[config.mk]
export PLATFORM = sky130hd
export DESIGN_NAME = codabar_module_encoder_core
export DESIGN_NICKNAME = d
export VERILOG_FILES = /design/src/sv/cme_pkg.sv /design/src/sv/codabar_module_encoder_core.sv /design/src/sv/cme_seq.sv /design/src/sv/cme_lookup.sv /design/src/sv/cme_render.sv
export SDC_FILE = /design/constraint.sdc
export NUM_CORES = 1
export LEC_CHECK = 0
export ABC_AREA = 1
export BUFFER_PORTS_ARGS = -buffer_cell sky130_fd_sc_hd__clkbuf_2
export CAP_MARGIN = 10
export CORE_ASPECT_RATIO = 0.5
export CORE_MARGIN = 1
export CORE_UTILIZATION = 50
export CTS_BUF_LIST = sky130_fd_sc_hd__clkbuf_16
export DETAILED_ROUTE_END_ITERATION = 8
export PLACE_DENSITY = 0.68
export SLEW_MARGIN = 15
export SYNTH_ARGS = -nofsm -noshare
export SYNTH_HDL_FRONTEND = slang
export SYNTH_SLANG_ARGS = --single-unit
[constraint.sdc]
create_clock -name clock -period 5.45 [get_ports clock]
set_input_delay 1.3625 -clock clock [delete_from_list [all_inputs] [get_ports clock]]
set_output_delay 1.3625 -clock clock [all_outputs]
set_load 0.005 [all_outputs]
[src/sv/cme_pkg.sv]
// Shared types, field widths, register indexes and the symbol code table.
package cme_pkg;

   localparam int CHAR_W  = 8;
   localparam int CODE_W  = 7;
   localparam int BITS_W  = 14;
   localparam int COUNT_W = 4;
   localparam int RATIO_W = 2;
   localparam int INDEX_W = 2;

   localparam logic [INDEX_W-1:0] CSR_START_SYMBOL = 2'd0;
   localparam logic [INDEX_W-1:0] CSR_END_SYMBOL   = 2'd1;
   localparam logic [INDEX_W-1:0] CSR_WIDE_RATIO   = 2'd2;

   localparam logic [CHAR_W-1:0] START_SYMBOL_RESET = 8'd65;
   localparam logic [CHAR_W-1:0] END_SYMBOL_RESET   = 8'd66;
   localparam logic [RATIO_W-1:0] WIDE_RATIO_RESET  = 2'd2;

   // One symbol in flight: character plus gap and end-of-run marks.
   typedef struct packed {
      logic              valid;
      logic [CHAR_W-1:0] ch;
      logic              gap;
      logic              last;
   } sym_type;

   // One symbol after table lookup.
   typedef struct packed {
      logic              valid;
      logic [CODE_W-1:0] code;
      logic              gap;
      logic              last;
   } code_type;

   // Element bits of an upper-cased, mapped symbol; unknown gives all narrow.
   function automatic logic [CODE_W-1:0] symbol_code(input logic [CHAR_W-1:0] ch);
      logic [CODE_W-1:0] code;
      case (ch)
         "0":     code = 7'h03;
         "1":     code = 7'h06;
         "2":     code = 7'h09;
         "3":     code = 7'h60;
         "4":     code = 7'h12;
         "5":     code = 7'h42;
         "6":     code = 7'h21;
         "7":     code = 7'h24;
         "8":     code = 7'h30;
         "9":     code = 7'h48;
         "-":     code = 7'h0c;
         "$":     code = 7'h18;
         ":":     code = 7'h45;
         "/":     code = 7'h51;
         ".":     code = 7'h54;
         "+":     code = 7'h15;
         "A":     code = 7'h1A;
         "B":     code = 7'h29;
         "C":     code = 7'h0B;
         "D":     code = 7'h0E;
         "T":     code = 7'h1A;
         "N":     code = 7'h29;
         default: code = 7'h00;
      endcase
      return code;
   endfunction

endpackage

[src/sv/codabar_module_encoder_core.sv]
// Top level of the Codabar module encoder: registers, pipeline and checks.
//
// A transaction is taken at a rising edge where start is high and busy is low. It
// yields one to three symbol results (start symbol, character, end symbol), one
// per cycle, and a new transaction can be taken on the cycle its final symbol
// leaves the sequencer; busy stays high while more than one of its symbols is left.
// The first result of a transaction passes the sequencer output register, the
// lookup's normalize and code registers and the render's span and pattern
// registers before it shows on the rsp_ ports, and results follow in order at
// one per cycle. Each result is valid for exactly the one cycle
// that rsp_strobe is high; there is no backpressure, so the receiver must take
// every strobe. rsp_last_of_run marks the final result of each transaction.
// Configuration writes land on the next edge and must happen only while idle.
module codabar_module_encoder_core (
   input  logic                           clock,
   input  logic                           reset,
   input  logic                           start,
   output logic                           busy,
   input  logic [cme_pkg::CHAR_W-1:0]     req_char_code,
   input  logic                           req_is_first,
   input  logic                           req_is_last,
   input  logic                           req_no_content,
   output logic                           rsp_strobe,
   output logic [cme_pkg::BITS_W-1:0]     rsp_module_bits,
   output logic [cme_pkg::COUNT_W-1:0]    rsp_module_count,
   output logic                           rsp_last_of_run,
   input  logic                           csr_write_enable,
   input  logic [cme_pkg::INDEX_W-1:0]    csr_index,
   input  logic [cme_pkg::CHAR_W-1:0]     csr_write_data
);

   logic [cme_pkg::CHAR_W-1:0]   start_symbol_ff, start_symbol_in;
   logic [cme_pkg::CHAR_W-1:0]   end_symbol_ff, end_symbol_in;
   logic [cme_pkg::RATIO_W-1:0]  wide_ratio_ff, wide_ratio_in;

   cme_pkg::sym_type   sym;
   cme_pkg::code_type  code;

   // Register file decode; writes to unused indexes drop.
   always_comb begin
      start_symbol_in = start_symbol_ff;
      end_symbol_in   = end_symbol_ff;
      wide_ratio_in   = wide_ratio_ff;
      if (csr_write_enable) begin
         unique case (csr_index)
            cme_pkg::CSR_START_SYMBOL: start_symbol_in = csr_write_data;
            cme_pkg::CSR_END_SYMBOL:   end_symbol_in   = csr_write_data;
            cme_pkg::CSR_WIDE_RATIO:
               wide_ratio_in = csr_write_data[cme_pkg::RATIO_W-1:0];
            default: ;
         endcase
      end
   end

   always_ff @(posedge clock) begin
      if (reset) begin
         start_symbol_ff <= cme_pkg::START_SYMBOL_RESET;
         end_symbol_ff   <= cme_pkg::END_SYMBOL_RESET;
         wide_ratio_ff   <= cme_pkg::WIDE_RATIO_RESET;
      end else begin
         start_symbol_ff <= start_symbol_in;
         end_symbol_ff   <= end_symbol_in;
         wide_ratio_ff   <= wide_ratio_in;
      end
   end

   // Expand each transaction into its symbols, one per cycle.
   cme_seq u_seq (
      .clock        (clock),
      .reset        (reset),
      .start        (start),
      .busy         (busy),
      .char_code    (req_char_code),
      .is_first     (req_is_first),
      .is_last      (req_is_last),
      .no_content   (req_no_content),
      .start_symbol (start_symbol_ff),
      .end_symbol   (end_symbol_ff),
      .sym          (sym)
   );

   // Normalize the character and look up its seven element bits.
   cme_lookup u_lookup (
      .clock (clock),
      .reset (reset),
      .sym   (sym),
      .code  (code)
   );

   // Turn elements into bar and space modules, gap included.
   cme_render u_render (
      .clock        (clock),
      .reset        (reset),
      .wide_ratio   (wide_ratio_ff),
      .code         (code),
      .strobe       (rsp_strobe),
      .module_bits  (rsp_module_bits),
      .module_count (rsp_module_count),
      .last_of_run  (rsp_last_of_run)
   );

   // Every accepted transaction produces its first result at fixed latency.
   assert property (@(posedge clock) disable iff (reset)
      start && !busy |-> ##6 rsp_strobe)
      else $error("accepted transaction produced no result at expected latency");

   // A symbol always spans seven to fourteen modules.
   assert property (@(posedge clock) disable iff (reset)
      rsp_strobe |-> (rsp_module_count >= 4'd7) && (rsp_module_count <= 4'd14))
      else $error("module count out of range");

   // An empty message has two symbols, so the sequencer must hold off new input.
   assert property (@(posedge clock) disable iff (reset)
      start && !busy && req_no_content |=> busy)
      else $error("busy not raised for empty message");

endmodule

[src/sv/cme_seq.sv]
// Symbol sequencer: expands one transaction into start, character and end symbols.
module cme_seq (
   input  logic                        clock,
   input  logic                        reset,
   input  logic                        start,
   output logic                        busy,
   input  logic [cme_pkg::CHAR_W-1:0]  char_code,
   input  logic                        is_first,
   input  logic                        is_last,
   input  logic                        no_content,
   input  logic [cme_pkg::CHAR_W-1:0]  start_symbol,
   input  logic [cme_pkg::CHAR_W-1:0]  end_symbol,
   output cme_pkg::sym_type            sym
);

   localparam int NEED_START = 0;
   localparam int NEED_CHAR  = 1;
   localparam int NEED_END   = 2;

   logic [2:0]                   need_ff, need_in;
   logic [cme_pkg::CHAR_W-1:0]   char_ff, char_in;
   logic                         last_ff, last_in;
   cme_pkg::sym_type             sym_ff, sym_in;
   logic                         accept;

   // More than one symbol left means the item is not on its final cycle.
   assign busy = (need_ff[NEED_START] & need_ff[NEED_CHAR]) |
                 (need_ff[NEED_START] & need_ff[NEED_END]) |
                 (need_ff[NEED_CHAR] & need_ff[NEED_END]);
   assign accept = start && !busy;

   always_comb begin
      logic [2:0] remain;
      remain = need_ff;
      sym_in = '0;
      if (need_ff[NEED_START]) begin
         sym_in.valid = 1'b1;
         sym_in.ch    = start_symbol;
         sym_in.gap   = 1'b1;
         sym_in.last  = 1'b0;
         remain[NEED_START] = 1'b0;
      end else if (need_ff[NEED_CHAR]) begin
         sym_in.valid = 1'b1;
         sym_in.ch    = char_ff;
         sym_in.gap   = 1'b1;
         sym_in.last  = !last_ff;
         remain[NEED_CHAR] = 1'b0;
      end else if (need_ff[NEED_END]) begin
         sym_in.valid = 1'b1;
         sym_in.ch    = end_symbol;
         sym_in.gap   = 1'b0;
         sym_in.last  = 1'b1;
         remain[NEED_END] = 1'b0;
      end
      if (accept) begin
         need_in[NEED_START] = no_content | is_first;
         need_in[NEED_CHAR]  = !no_content;
         need_in[NEED_END]   = no_content | is_last;
         char_in = char_code;
         last_in = is_last;
      end else begin
         need_in = remain;
         char_in = char_ff;
         last_in = last_ff;
      end
   end

   always_ff @(posedge clock) begin
      if (reset) begin
         need_ff      <= '0;
         sym_ff.valid <= 1'b0;
      end else begin
         need_ff      <= need_in;
         sym_ff.valid <= sym_in.valid;
      end
      char_ff     <= char_in;
      last_ff     <= last_in;
      sym_ff.ch   <= sym_in.ch;
      sym_ff.gap  <= sym_in.gap;
      sym_ff.last <= sym_in.last;
   end

   assign sym = sym_ff;

endmodule

[src/sv/cme_lookup.sv]
// Two stages: upper-case and alias mapping, then the element code table.
module cme_lookup (
   input  logic               clock,
   input  logic               reset,
   input  cme_pkg::sym_type   sym,
   output cme_pkg::code_type  code
);

   cme_pkg::sym_type  norm_ff, norm_in;
   cme_pkg::code_type code_ff, code_in;

   always_comb begin
      logic [cme_pkg::CHAR_W-1:0] ch;
      ch = sym.ch;
      if (ch >= "a" && ch <= "z") begin
         ch = ch - 8'd32;
      end
      case (ch)
         "T":     ch = "A";
         "N":     ch = "B";
         "*":     ch = "C";
         "E":     ch = "D";
         default: ch = ch;
      endcase
      norm_in    = sym;
      norm_in.ch = ch;
   end

   always_comb begin
      code_in.valid = norm_ff.valid;
      code_in.code  = cme_pkg::symbol_code(norm_ff.ch);
      code_in.gap   = norm_ff.gap;
      code_in.last  = norm_ff.last;
   end

   always_ff @(posedge clock) begin
      if (reset) begin
         norm_ff.valid <= 1'b0;
         code_ff.valid <= 1'b0;
      end else begin
         norm_ff.valid <= norm_in.valid;
         code_ff.valid <= code_in.valid;
      end
      norm_ff.ch   <= norm_in.ch;
      norm_ff.gap  <= norm_in.gap;
      norm_ff.last <= norm_in.last;
      code_ff.code <= code_in.code;
      code_ff.gap  <= code_in.gap;
      code_ff.last <= code_in.last;
   end

   assign code = code_ff;

endmodule

[src/sv/cme_render.sv]
// Two stages: element spans and offsets, then the module pattern.
module cme_render (
   input  logic                          clock,
   input  logic                          reset,
   input  logic [cme_pkg::RATIO_W-1:0]   wide_ratio,
   input  cme_pkg::code_type             code,
   output logic                          strobe,
   output logic [cme_pkg::BITS_W-1:0]    module_bits,
   output logic [cme_pkg::COUNT_W-1:0]   module_count,
   output logic                          last_of_run
);

   localparam int ELEMS = cme_pkg::CODE_W;

   logic [cme_pkg::RATIO_W-1:0]  span_ff [ELEMS];
   logic [cme_pkg::RATIO_W-1:0]  span_in [ELEMS];
   logic [cme_pkg::COUNT_W-1:0]  off_ff  [ELEMS];
   logic [cme_pkg::COUNT_W-1:0]  off_in  [ELEMS];
   logic [cme_pkg::COUNT_W-1:0]  cnt_ff, cnt_in;
   logic                         valid_ff, last_ff;

   logic                         strobe_ff;
   logic [cme_pkg::BITS_W-1:0]   bits_ff, bits_in;
   logic [cme_pkg::COUNT_W-1:0]  count_ff;
   logic                         run_last_ff;

   // Ratio codes below two behave as two.
   always_comb begin
      logic [cme_pkg::RATIO_W-1:0] ratio;
      logic [cme_pkg::COUNT_W-1:0] acc;
      ratio = wide_ratio[1] ? wide_ratio : 2'd2;
      acc   = '0;
      for (int e = 0; e < ELEMS; e++) begin
         span_in[e] = code.code[ELEMS-1-e] ? ratio : 2'd1;
         off_in[e]  = acc;
         acc        = acc + cme_pkg::COUNT_W'(span_in[e]);
      end
      cnt_in = acc + cme_pkg::COUNT_W'(code.gap);
   end

   // Bars are the even elements; first module lands in the MSB.
   always_comb begin
      logic [cme_pkg::COUNT_W-1:0] pos;
      bits_in = '0;
      for (int p = 0; p < cme_pkg::BITS_W; p++) begin
         pos = cme_pkg::COUNT_W'(p);
         for (int e = 0; e < ELEMS; e += 2) begin
            if (pos >= off_ff[e] &&
                pos < off_ff[e] + cme_pkg::COUNT_W'(span_ff[e])) begin
               bits_in[cme_pkg::BITS_W-1-p] = 1'b1;
            end
         end
      end
   end

   always_ff @(posedge clock) begin
      if (reset) begin
         valid_ff  <= 1'b0;
         strobe_ff <= 1'b0;
      end else begin
         valid_ff  <= code.valid;
         strobe_ff <= valid_ff;
      end
      span_ff     <= span_in;
      off_ff      <= off_in;
      cnt_ff      <= cnt_in;
      last_ff     <= code.last;
      bits_ff     <= bits_in;
      count_ff    <= cnt_ff;
      run_last_ff <= last_ff;
   end

   assign strobe       = strobe_ff;
   assign module_bits  = bits_ff;
   assign module_count = count_ff;
   assign last_of_run  = run_last_ff;

endmodule
==> results.toml, run 1 <==
[status]
status = "complete, no violations"

[yosys]
yosysSeqAreaShare = 0.492
post_synth_num_cell_types = 42
yosysMostFrequentCell = "dfxtp_1"
ys_warn_count = 0
ys_async_sr_fraction = 0
syn_nets = 579
yosysTopAreaCell = "dfxtp_1"
synth_ff_type = "dfxtp_1"
synth-edff-count = 9
yosys-top-cells-count = "dfxtp_1 (98), nand2_1 (84), nor2_1 (65), inv_1 (60), nand3_1 (30)"
synth_area_leaders = "dfxtp_1 (43%), nand2_1 (6.9%), edfxtp_1 (6.0%)"
synth_seq_cells = 107
postSynthAreaPerCell_sq_um = 8.55
synth_top_area_frac = 0.432
synth_area_sq_mm = 0.00454
synth_cells = 531

[layout]
drive_gt1_frac = 0.156
multi_input_area_sq_mm = 0.00200
regArea_sq_mm = 0.00223
fin_area_sq_mm = 0.00516
nFillCells = 791
finalCoreUtilization = 0.589
area_growth_syn_to_layout_pct = 13.7
fin_nets = 626
antenna_cells = 0

[placement]
dpl-instance-area_sq_mm = 0.00488
hpwl_microns = 6520
port_buffers = 45
place_congestion = 0.947

[critical_path]
path_class = "reg -> reg"
critical_path_required_ns = 5.73
cp.arrival_ns = 3.95
critPathMaxFanout = 7
start_kind = "register"
worst_setup_path_end_kind = "register"

[routing]
post_drt_wl_per_cell_microns = 12.5
detail-route-antenna-nets = 0
first_pass_iters = 5
route.detailed.drc = 0
num_vias = 3645
drt_first_iter_violations = 280
routed_wl_microns = 8760
via_per_inst = 5.21

[power_and_ir_drop]
p_int_w = 0.00146
swShare = 0.330
pwr-share-seq = 0.460
power.switching_w = 0.000720
cellPowerDensity_mw_per_mm2 = 423
ir_drop_mv = 0.242
p_comb_frac = 0.258
p_clk_frac = 0.282
p_leak_nw = 2.30
finalPower_w = 0.00218

[clocking]
htreeDepth = 3
cts_buffers = 9
cts_tree = "done"
cts.repair.resized = 0
clockRootBuffer = "clkbuf_16"
clock_latency_ns = 0.35
clock_sinks = 107
clkTransAtPathRegs_ns = 0.07
cts_setup_buffers = 0
cts_buffer_depth = 2
cts_hold_buf = 0

[sta]
rsz0062_at_grt = "no"
slew_violations = 0
fmax_mhz = 272
hold_viol = 0
worstMarginPinSlew_ns = 0.622
clock_skew_ns = 0.00434
setup_violations = 0
layout_min_cycle_time_ns = 3.67
fin_setup_tns_ns = 0
maxSlewHeadroom = 0.585
whs_ns = 0.329
post-route-period-util = 0.674

[global_route]
antenna_found_initial = 0
first_global_vias = 3358
grt_pass1_wl_microns = 15300
grt_usage = 0.207
grt_overflow = 0
grt_max_degree = 21

[flow_run]
maxCapViolations = 0

[worst_hold_path]
min_path_type = "reg -> reg"

[floorplan]
die_width_microns = 137
initial_core_util = 0.518
core_area_sq_mm = 0.00877
io_pins = 46
dieArea_sq_mm = 0.00949
die_h_microns = 69.4
rows = 24
## placed cells by master, fill, tap and decap left out, types with 5 or more instances in the layout
cell type,instances
nand2_1,84
o21ai_0,28
nor3_1,5
fa_1,12
inv_1,60
inv_2,13
nand3_1,30
a31oi_1,5
a22oi_1,9
nand2_2,5
clkbuf_16,9
nor2_1,65
nand4_1,9
dfxtp_1,98
edfxtp_1,9
ha_1,11
a21oi_1,16
o21ai_1,11
clkbuf_2,45
o211ai_1,15
## power by group through the flow
stage | clock network [W] | registers (W) | logic, W
finish | 0.000615 | 0.00100 | 0.000563
global route | 0.000668 | 0.00102 | 0.000651
CTS | 0.000629 | 0.00100 | 0.000565
detailed placement | 0 | 0.00102 | 0.000557
global placement | 0 | 0.00102 | 0.000559
floorplan | 0 | 0.000997 | 0.000406
## final timing paths
check / to / slack, ns / cells after the start / startpoint
setup / recovery: u_render.cnt_ff[3]$_DFF_P_ / 1.78 / 14 / wide_ratio_ff[1]$_SDFFE_PP1P_
hold / removal: u_render.last_ff$_DFF_P_ / 0.33 / 0 / u_lookup.code[0]$_DFF_P_
setup reg to reg: u_render.cnt_ff[3]$_DFF_P_ / 1.78 / 14 / wide_ratio_ff[1]$_SDFFE_PP1P_
hold reg to reg: u_render.last_ff$_DFF_P_ / 0.33 / 0 / u_lookup.code[0]$_DFF_P_
## logic make-up (layout without fill, tap and decap cells)
logic type / count (synthesis) / after routing / share of synthesized area
flops: 107 / 107 / 0.492
fa+ha+maj: 23 / 23 / 0.0832
buf+inv: 82 / 134 / 0.0683
compound gates: 97 / 97 / 0.134
simple gates: 218 / 218 / 0.215
xor+xnor: 4 / 4 / 0.00772
## metal layers
metal | wire length (microns) | global-route usage
met5 | 0 | 0
met4 | 215 | 0.0830
met3 | 535 | 0.0577
met2 | 3970 | 0.324
met1 | 4040 | 0.271
## cell type report
type | count | share of cell area
timing repair buffer | 45 | 0.0436
multi-input combinational | 342 | 0.387
clock buffer | 9 | 0.0436
inverter | 73 | 0.0531
clock inverter | 7 | 0.0119
sequential | 107 | 0.432
tap | 117 | 0.0284
## sequential cells by signal, summed over array words and instances (netlist names), 2 cells and up
register and cells:
u_render.module_bits 14, end_symbol_ff 8, start_symbol_ff 8, u_lookup.code_in 3
u_render.module_count 4, u_render.span_ff 8, u_seq.need_ff 3, u_lookup.norm_ff 8
u_render.cnt_ff 4, u_seq.sym 11, wide_ratio_ff 2, u_seq.char_ff 8
u_lookup.code 10, u_render.off_ff 11
## worst max-delay path, stage by stage, from the launching register on
cell and delay (ns):
dfxtp_1 0.32, nand2_1 0.19, nand2_1 0.11, ha_1 0.20, inv_1 0.06, fa_1 0.40
inv_1 0.09, fa_1 0.42, ha_1 0.33, fa_1 0.50, ha_1 0.14, inv_1 0.05
fa_1 0.49, nor2_1 0.16, xor2_1 0.15
## metrics by stage
step | setup WS (ns) | instances
floorplan | 2.01 | 531
global placement | 1.86 | 684
detailed placement | 1.79 | 684
CTS | 1.72 | 700
global route | 1.51 | 700
finish | 1.78 | 700
Power figures use the tool's default switching activity.
==> run 2: changes to the inputs <==
--- a/config.mk
+++ b/config.mk
@@ -13,7 +13,7 @@
 export CORE_UTILIZATION = 50
 export CTS_BUF_LIST = sky130_fd_sc_hd__clkbuf_16
 export DETAILED_ROUTE_END_ITERATION = 8
-export PLACE_DENSITY = 0.68
+export PLACE_DENSITY = 0.71
 export SLEW_MARGIN = 15
 export SYNTH_ARGS = -nofsm -noshare
 export SYNTH_HDL_FRONTEND = slang
==> constraint.sdc (replaced) <==
create_clock -name clock -period 3.1 [get_ports clock]
set_input_delay 0.775 -clock clock [delete_from_list [all_inputs] [get_ports clock]]
set_output_delay 0.775 -clock clock [all_outputs]
set_load 0.005 [all_outputs]
==> run 2 against run 1 <==
  * The run now ends with negative setup slack left
  * Hold slack worse by 0.0026 ns
  * Fmax is 5.2% higher
  * Utilization is 0.70 points higher
  * Critical path depth stayed put
  * Combinational power is 88% higher
  * Non-clock buffer count is 3 higher
  * Global-route usage is 0.39 points higher
  * Clock skew hardly changed
  * First-iteration DRC count is 27% lower
  * Die area stayed put
  * Critical endpoint unchanged
  * Highest routed layer unchanged
==> results.toml, run 2 (same netlist as run 1, synthesis figures left out) <==
[layout]
antenna_cells = 0
largest_register_ffs = 14
layout_commonest_cell = "dfxtp_1"
layout_common_cells = "dfxtp_1 (96), nand2_1 (81), nor2_1 (64)"
drive_gt1_frac = 0.181
nFillCells = 806
area_growth_syn_to_layout_pct = 15.0
fin_nets = 629
instances_no_fill = 703

[clocking]
cts_tree = "done"
cts_buffers = 9
clockRootBuffer = "clkbuf_16"
clock_latency_ns = 0.34
clock_sinks = 107
clkTransAtPathRegs_ns = 0.06
cts_buffer_depth = 2
htreeDepth = 3

[critical_path]
r2r-end = "u_render.cnt_ff[3]$_DFF_P_"
critical_path_required_ns = 3.33
timing.rr.start = "wide_ratio_ff[1]$_SDFFE_PP1P_"
worst_setup_path_end_kind = "register"
crit_start = "wide_ratio_ff[1]$_SDFFE_PP1P_"
critPathMaxFanout = 3
crit_end = "u_render.cnt_ff[3]$_DFF_P_"
regToRegSetupSlack_ns = -0.39
rr_worst_depth = 14
path_class = "reg -> reg"
start_kind = "register"
cp.arrival_ns = 3.72

[status]
status = "complete, but fails checks"
violations = "negative setup slack"

[floorplan]
dieArea_sq_mm = 0.00949
rows = 24
initial_core_util = 0.518
die_h_microns = 69.4
die_width_microns = 137
io_pins = 46
core_area_sq_mm = 0.00877

[power_and_ir_drop]
p_int_w = 0.00259
power.switching_w = 0.00125
finalPower_w = 0.00384
ir_drop_mv = 0.417
p_comb_frac = 0.277
pwr-share-seq = 0.460
p_clk_frac = 0.264
cellPowerDensity_mw_per_mm2 = 735
swShare = 0.325
p_leak_nw = 2.32

[routing]
post_drt_wl_per_cell_microns = 12.9
detail-route-antenna-nets = 0
drt_first_iter_violations = 205
via_per_inst = 5.28
first_pass_iters = 5
route.detailed.drc = 0
num_vias = 3711
routed_wl_microns = 9100

[placement]
hpwl_microns = 6840
place_inst = 685
dp_worst_setup_slack_ns = -0.467
place_congestion = 0.937
port_buffers = 45

[sta]
slew_violations = 0
rsz0062_at_grt = "yes"
setup_violations = 5
whs_ns = 0.326
clock_skew_ns = 0.00466
layout_min_cycle_time_ns = 3.49
fmax_mhz = 286
fin_setup_tns_ns = -1.56
worst_slack_ns = -0.392
hold_viol = 0
worstMarginPinSlew_ns = 0.632
post-route-period-util = 1.13
maxSlewHeadroom = 0.578

[flow_run]
maxCapViolations = 0

[global_route]
grt_usage = 0.211
grt_max_degree = 21
grt_pass1_wl_microns = 15500
antenna_found_initial = 0
first_global_vias = 3470
grt_overflow = 0

[worst_hold_path]
min_path_type = "reg -> reg"
run 2: power by group through the flow:
| stage | Combinational, W | Sequential, W | Clock [W] |
|---|---|---|---|
| after floorplan | 0.000719 | 0.00175 | 0 |
| final | 0.00106 | 0.00177 | 0.00101 |
| after CTS | 0.00103 | 0.00177 | 0.00104 |
| after global routing | 0.00121 | 0.00180 | 0.00110 |
| after detailed placement | 0.00100 | 0.00180 | 0 |
| after global placement | 0.000983 | 0.00179 | 0 |
run 2: worst min-delay path by stage:
| stage | startpoint | to | slack, ns | cells after the start |
|---|---|---|---|---|
| global placement | u_lookup.code_in[1]$_DFF_P_ | u_lookup.code[1]$_DFF_P_ | 0.31 | 0 |
| global route | u_seq.sym[1]$_SDFF_PP1_ | u_lookup.code_in[1]$_DFF_P_ | 0.34 | 0 |
| finish | u_seq.sym[1]$_SDFF_PP1_ | u_lookup.code_in[1]$_DFF_P_ | 0.33 | 0 |
| floorplan | u_lookup.code_in[0]$_DFF_P_ | u_lookup.code[0]$_DFF_P_ | 0.31 | 0 |
| detailed placement | u_seq.sym[1]$_SDFF_PP1_ | u_lookup.code_in[1]$_DFF_P_ | 0.31 | 0 |
| CTS | u_seq.sym[1]$_SDFF_PP1_ | u_lookup.code_in[1]$_DFF_P_ | 0.33 | 0 |
run 2: stage by stage:
step	instance area, sq um	util
5_1_grt	5220	0.596
4_1_cts	5190	0.592
3_5_place_dp	4900	0.559
2_1_floorplan	4560	-
6_report	5220	0.596
3_3_place_gp	4900	0.559
run 2: layout make-up:
class	instances	area, sq um	share of cell area
Clock buffer	9	225	0.0431
Clock inverter	7	37.5	0.00719
Inverter	73	274	0.0525
Multi-Input combinational cell	342	2060	0.394
Sequential cell	107	2230	0.428
Tap cell	117	146	0.0280
Timing Repair Buffer	48	248	0.0474
run 2: critical path: stages, from the launching register on:
cell and delay (ns):
dfxtp_2 0.36, nand2_4 0.07, nand2_4 0.08, ha_4 0.13, inv_2 0.03, fa_1 0.49
inv_2 0.05, fa_1 0.52, ha_4 0.22, fa_1 0.48, ha_2 0.17, inv_2 0.04
fa_2 0.56, nor2_2 0.05, xor2_1 0.13
run 2: per-layer routing:
metal,GRT usage,vias up,wire length [microns]
li1,-,1864,-
met1,0.261,1697,3980
met2,0.349,124,4360
met3,0.0570,26,499
met4,0.0855,0,258
met5,0,-,0
run 2: repair_timing:
item / in CTS / in global routing
resized for setup: 5 / 6
gates cloned: 0 / 0
setup endpoints to repair: 5 / 5
endpoints found under the hold margin: 0 / 0
pin swaps: 3 / 3
hold buffers: 0 / 0
buffers inserted: 1 / 1
==> run 3: changes to the inputs <==
--- a/config.mk
+++ b/config.mk
@@ -13,6 +13,7 @@
 export CORE_UTILIZATION = 50
 export CTS_BUF_LIST = sky130_fd_sc_hd__clkbuf_16
 export DETAILED_ROUTE_END_ITERATION = 8
+export GPL_TIMING_DRIVEN = 0
 export PLACE_DENSITY = 0.71
 export SLEW_MARGIN = 15
 export SYNTH_ARGS = -nofsm -noshare
==> run 3 against run 2 <==
  * Register-to-register slack worse by 0.05 ns
  * Clock skew is 0.0013 ns higher
  * Sequential power is 2% lower
  * Largest cell class unchanged
  * Via count is 0.94% lower
  * The flow still finishes with violations (negative setup slack)
  * Final cell count is 1.7% higher
  * Die area stayed put
  * Routed wire length is 1.5% higher
==> results.toml, run 3 (same netlist as run 1, synthesis figures left out) <==
[critical_path]
path_class = "reg -> reg"
critPathMaxFanout = 4
worst_setup_path_end_kind = "register"
cp.arrival_ns = 3.78
start_kind = "register"
critical_path_required_ns = 3.34

[global_route]
first_global_vias = 3481
grt_usage = 0.213
grt_pass1_wl_microns = 15600
grt_overflow = 0
antenna_found_initial = 0
grt_max_degree = 19

[sta]
clock_skew_ns = 0.00595
rsz0062_at_grt = "yes"
hold_viol = 0
worstMarginPinSlew_ns = 0.572
layout_min_cycle_time_ns = 3.54
worst_slack_ns = -0.444
setup_violations = 5
fmax_mhz = 282
slew_violations = 0
maxSlewHeadroom = 0.617
post-route-period-util = 1.14

[worst_hold_path]
min_path_type = "reg -> reg"

[power_and_ir_drop]
cellPowerDensity_mw_per_mm2 = 740
p_leak_nw = 2.35
power.switching_w = 0.00129
p_int_w = 0.00263
finalPower_w = 0.00393
p_clk_frac = 0.270
swShare = 0.330
p_comb_frac = 0.289
ir_drop_mv = 0.424
pwr-share-seq = 0.441

[layout]
fin_nets = 641
antenna_cells = 0
layout_common_cells = "dfxtp_1 (96), nand2_1 (81), nor2_1 (65)"
fin_area_sq_mm = 0.00531
drive_gt1_frac = 0.191
largest_register_ffs = 14
layout_commonest_cell = "dfxtp_1"
finalCoreUtilization = 0.605
area_growth_syn_to_layout_pct = 16.9

[routing]
wl_met1_microns = 4170
drt_first_iter_violations = 133
post_drt_wl_per_cell_microns = 12.9
first_pass_iters = 5
routed_wl_microns = 9240
route.detailed.drc = 0
wl_met3_microns = 480
via_per_inst = 5.14
num_vias = 3676
top_layer = "met4"
detail-route-antenna-nets = 0
wl_met2_microns = 4300

[clocking]
htreeDepth = 3
cts_tree = "done"
clock_sinks = 107
clkTransAtPathRegs_ns = 0.07
cts_buffer_depth = 2
cts_hold_buf = 0
clockRootBuffer = "clkbuf_16"
cts_buffers = 9
clock_latency_ns = 0.35

[floorplan]
initial_core_util = 0.518
core_area_sq_mm = 0.00877
io_pins = 46
dieArea_sq_mm = 0.00949
die_width_microns = 137
die_h_microns = 69.4
rows = 24

[placement]
dpl-instance-area_sq_mm = 0.00492
port_buffers = 44
place_congestion = 0.949
dp_worst_setup_slack_ns = -0.544
hpwl_microns = 6910

[status]
violations = "negative setup slack"
status = "complete, but fails checks"

[flow_run]
maxCapViolations = 0
-- run 3: power groups by stage --
stage	Sequential (W)	Clock [W]	Combinational, W
2_1_floorplan	0.00175	0	0.000719
3_3_place_gp	0.00176	0	0.00103
3_5_place_dp	0.00176	0	0.00105
4_1_cts	0.00173	0.00109	0.00110
5_1_grt	0.00176	0.00114	0.00128
6_report	0.00173	0.00106	0.00113
-- run 3: metal layers --
layer,global-route usage,vias to the layer above
met5,0,-
met1,0.262,1646
li1,-,1895
met2,0.349,107
met4,0.0940,0
met3,0.0577,28
-- run 3: layout make-up --
class                      instances  area, sq um
fill                             801         3460
sequential                       107         2230
multi-input combinational        342         2070
inverter                          73          274
timing repair buffer              51          273
clock buffer                       9          225
tap                              117          146
clock inverter                     7         52.6
buffer                             9         36.3
-- run 3: what timing repair did --
item,CTS,global route
setup buffers,3,4
cloned,0,0
pin swaps,4,1
endpoints found under the setup margin,5,5
hold endpoints to repair,0,0
resized for setup,9,2
-- run 3: final timing paths --
kind                            depth (start not counted)                           to                           from  slack [ns]
worst min register to register                          0  u_lookup.code_in[0]$_DFF_P_        u_seq.sym[0]$_SDFF_PP0_        0.33
worst max register to register                         14   u_render.cnt_ff[3]$_DFF_P_  wide_ratio_ff[0]$_SDFFE_PP0P_       -0.44
worst min-delay path                                    0  u_lookup.code_in[0]$_DFF_P_        u_seq.sym[0]$_SDFF_PP0_        0.33
worst max-delay path                                   14   u_render.cnt_ff[3]$_DFF_P_  wide_ratio_ff[0]$_SDFFE_PP0P_       -0.44
-- run 3: worst max-delay path: stages (launching register included) --
cell	delay (ns)
dfxtp_2	0.35
nand2_4	0.08
nand2_4	0.09
ha_4	0.13
inv_2	0.03
fa_1	0.49
inv_2	0.05
fa_1	0.53
ha_4	0.22
fa_1	0.53
ha_4	0.14
inv_2	0.03
fa_2	0.55
nor2_1	0.07
xor2_1	0.14
-- run 3: through the flow --
step	hold WS (ns)	setup TNS (ns)	cells
floorplan	0.310	-1.04	531
global placement	0.310	-1.94	692
detailed placement	0.313	-2.09	692
CTS	0.330	-1.59	711
global route	0.338	-2.29	715
finish	0.328	-1.69	715
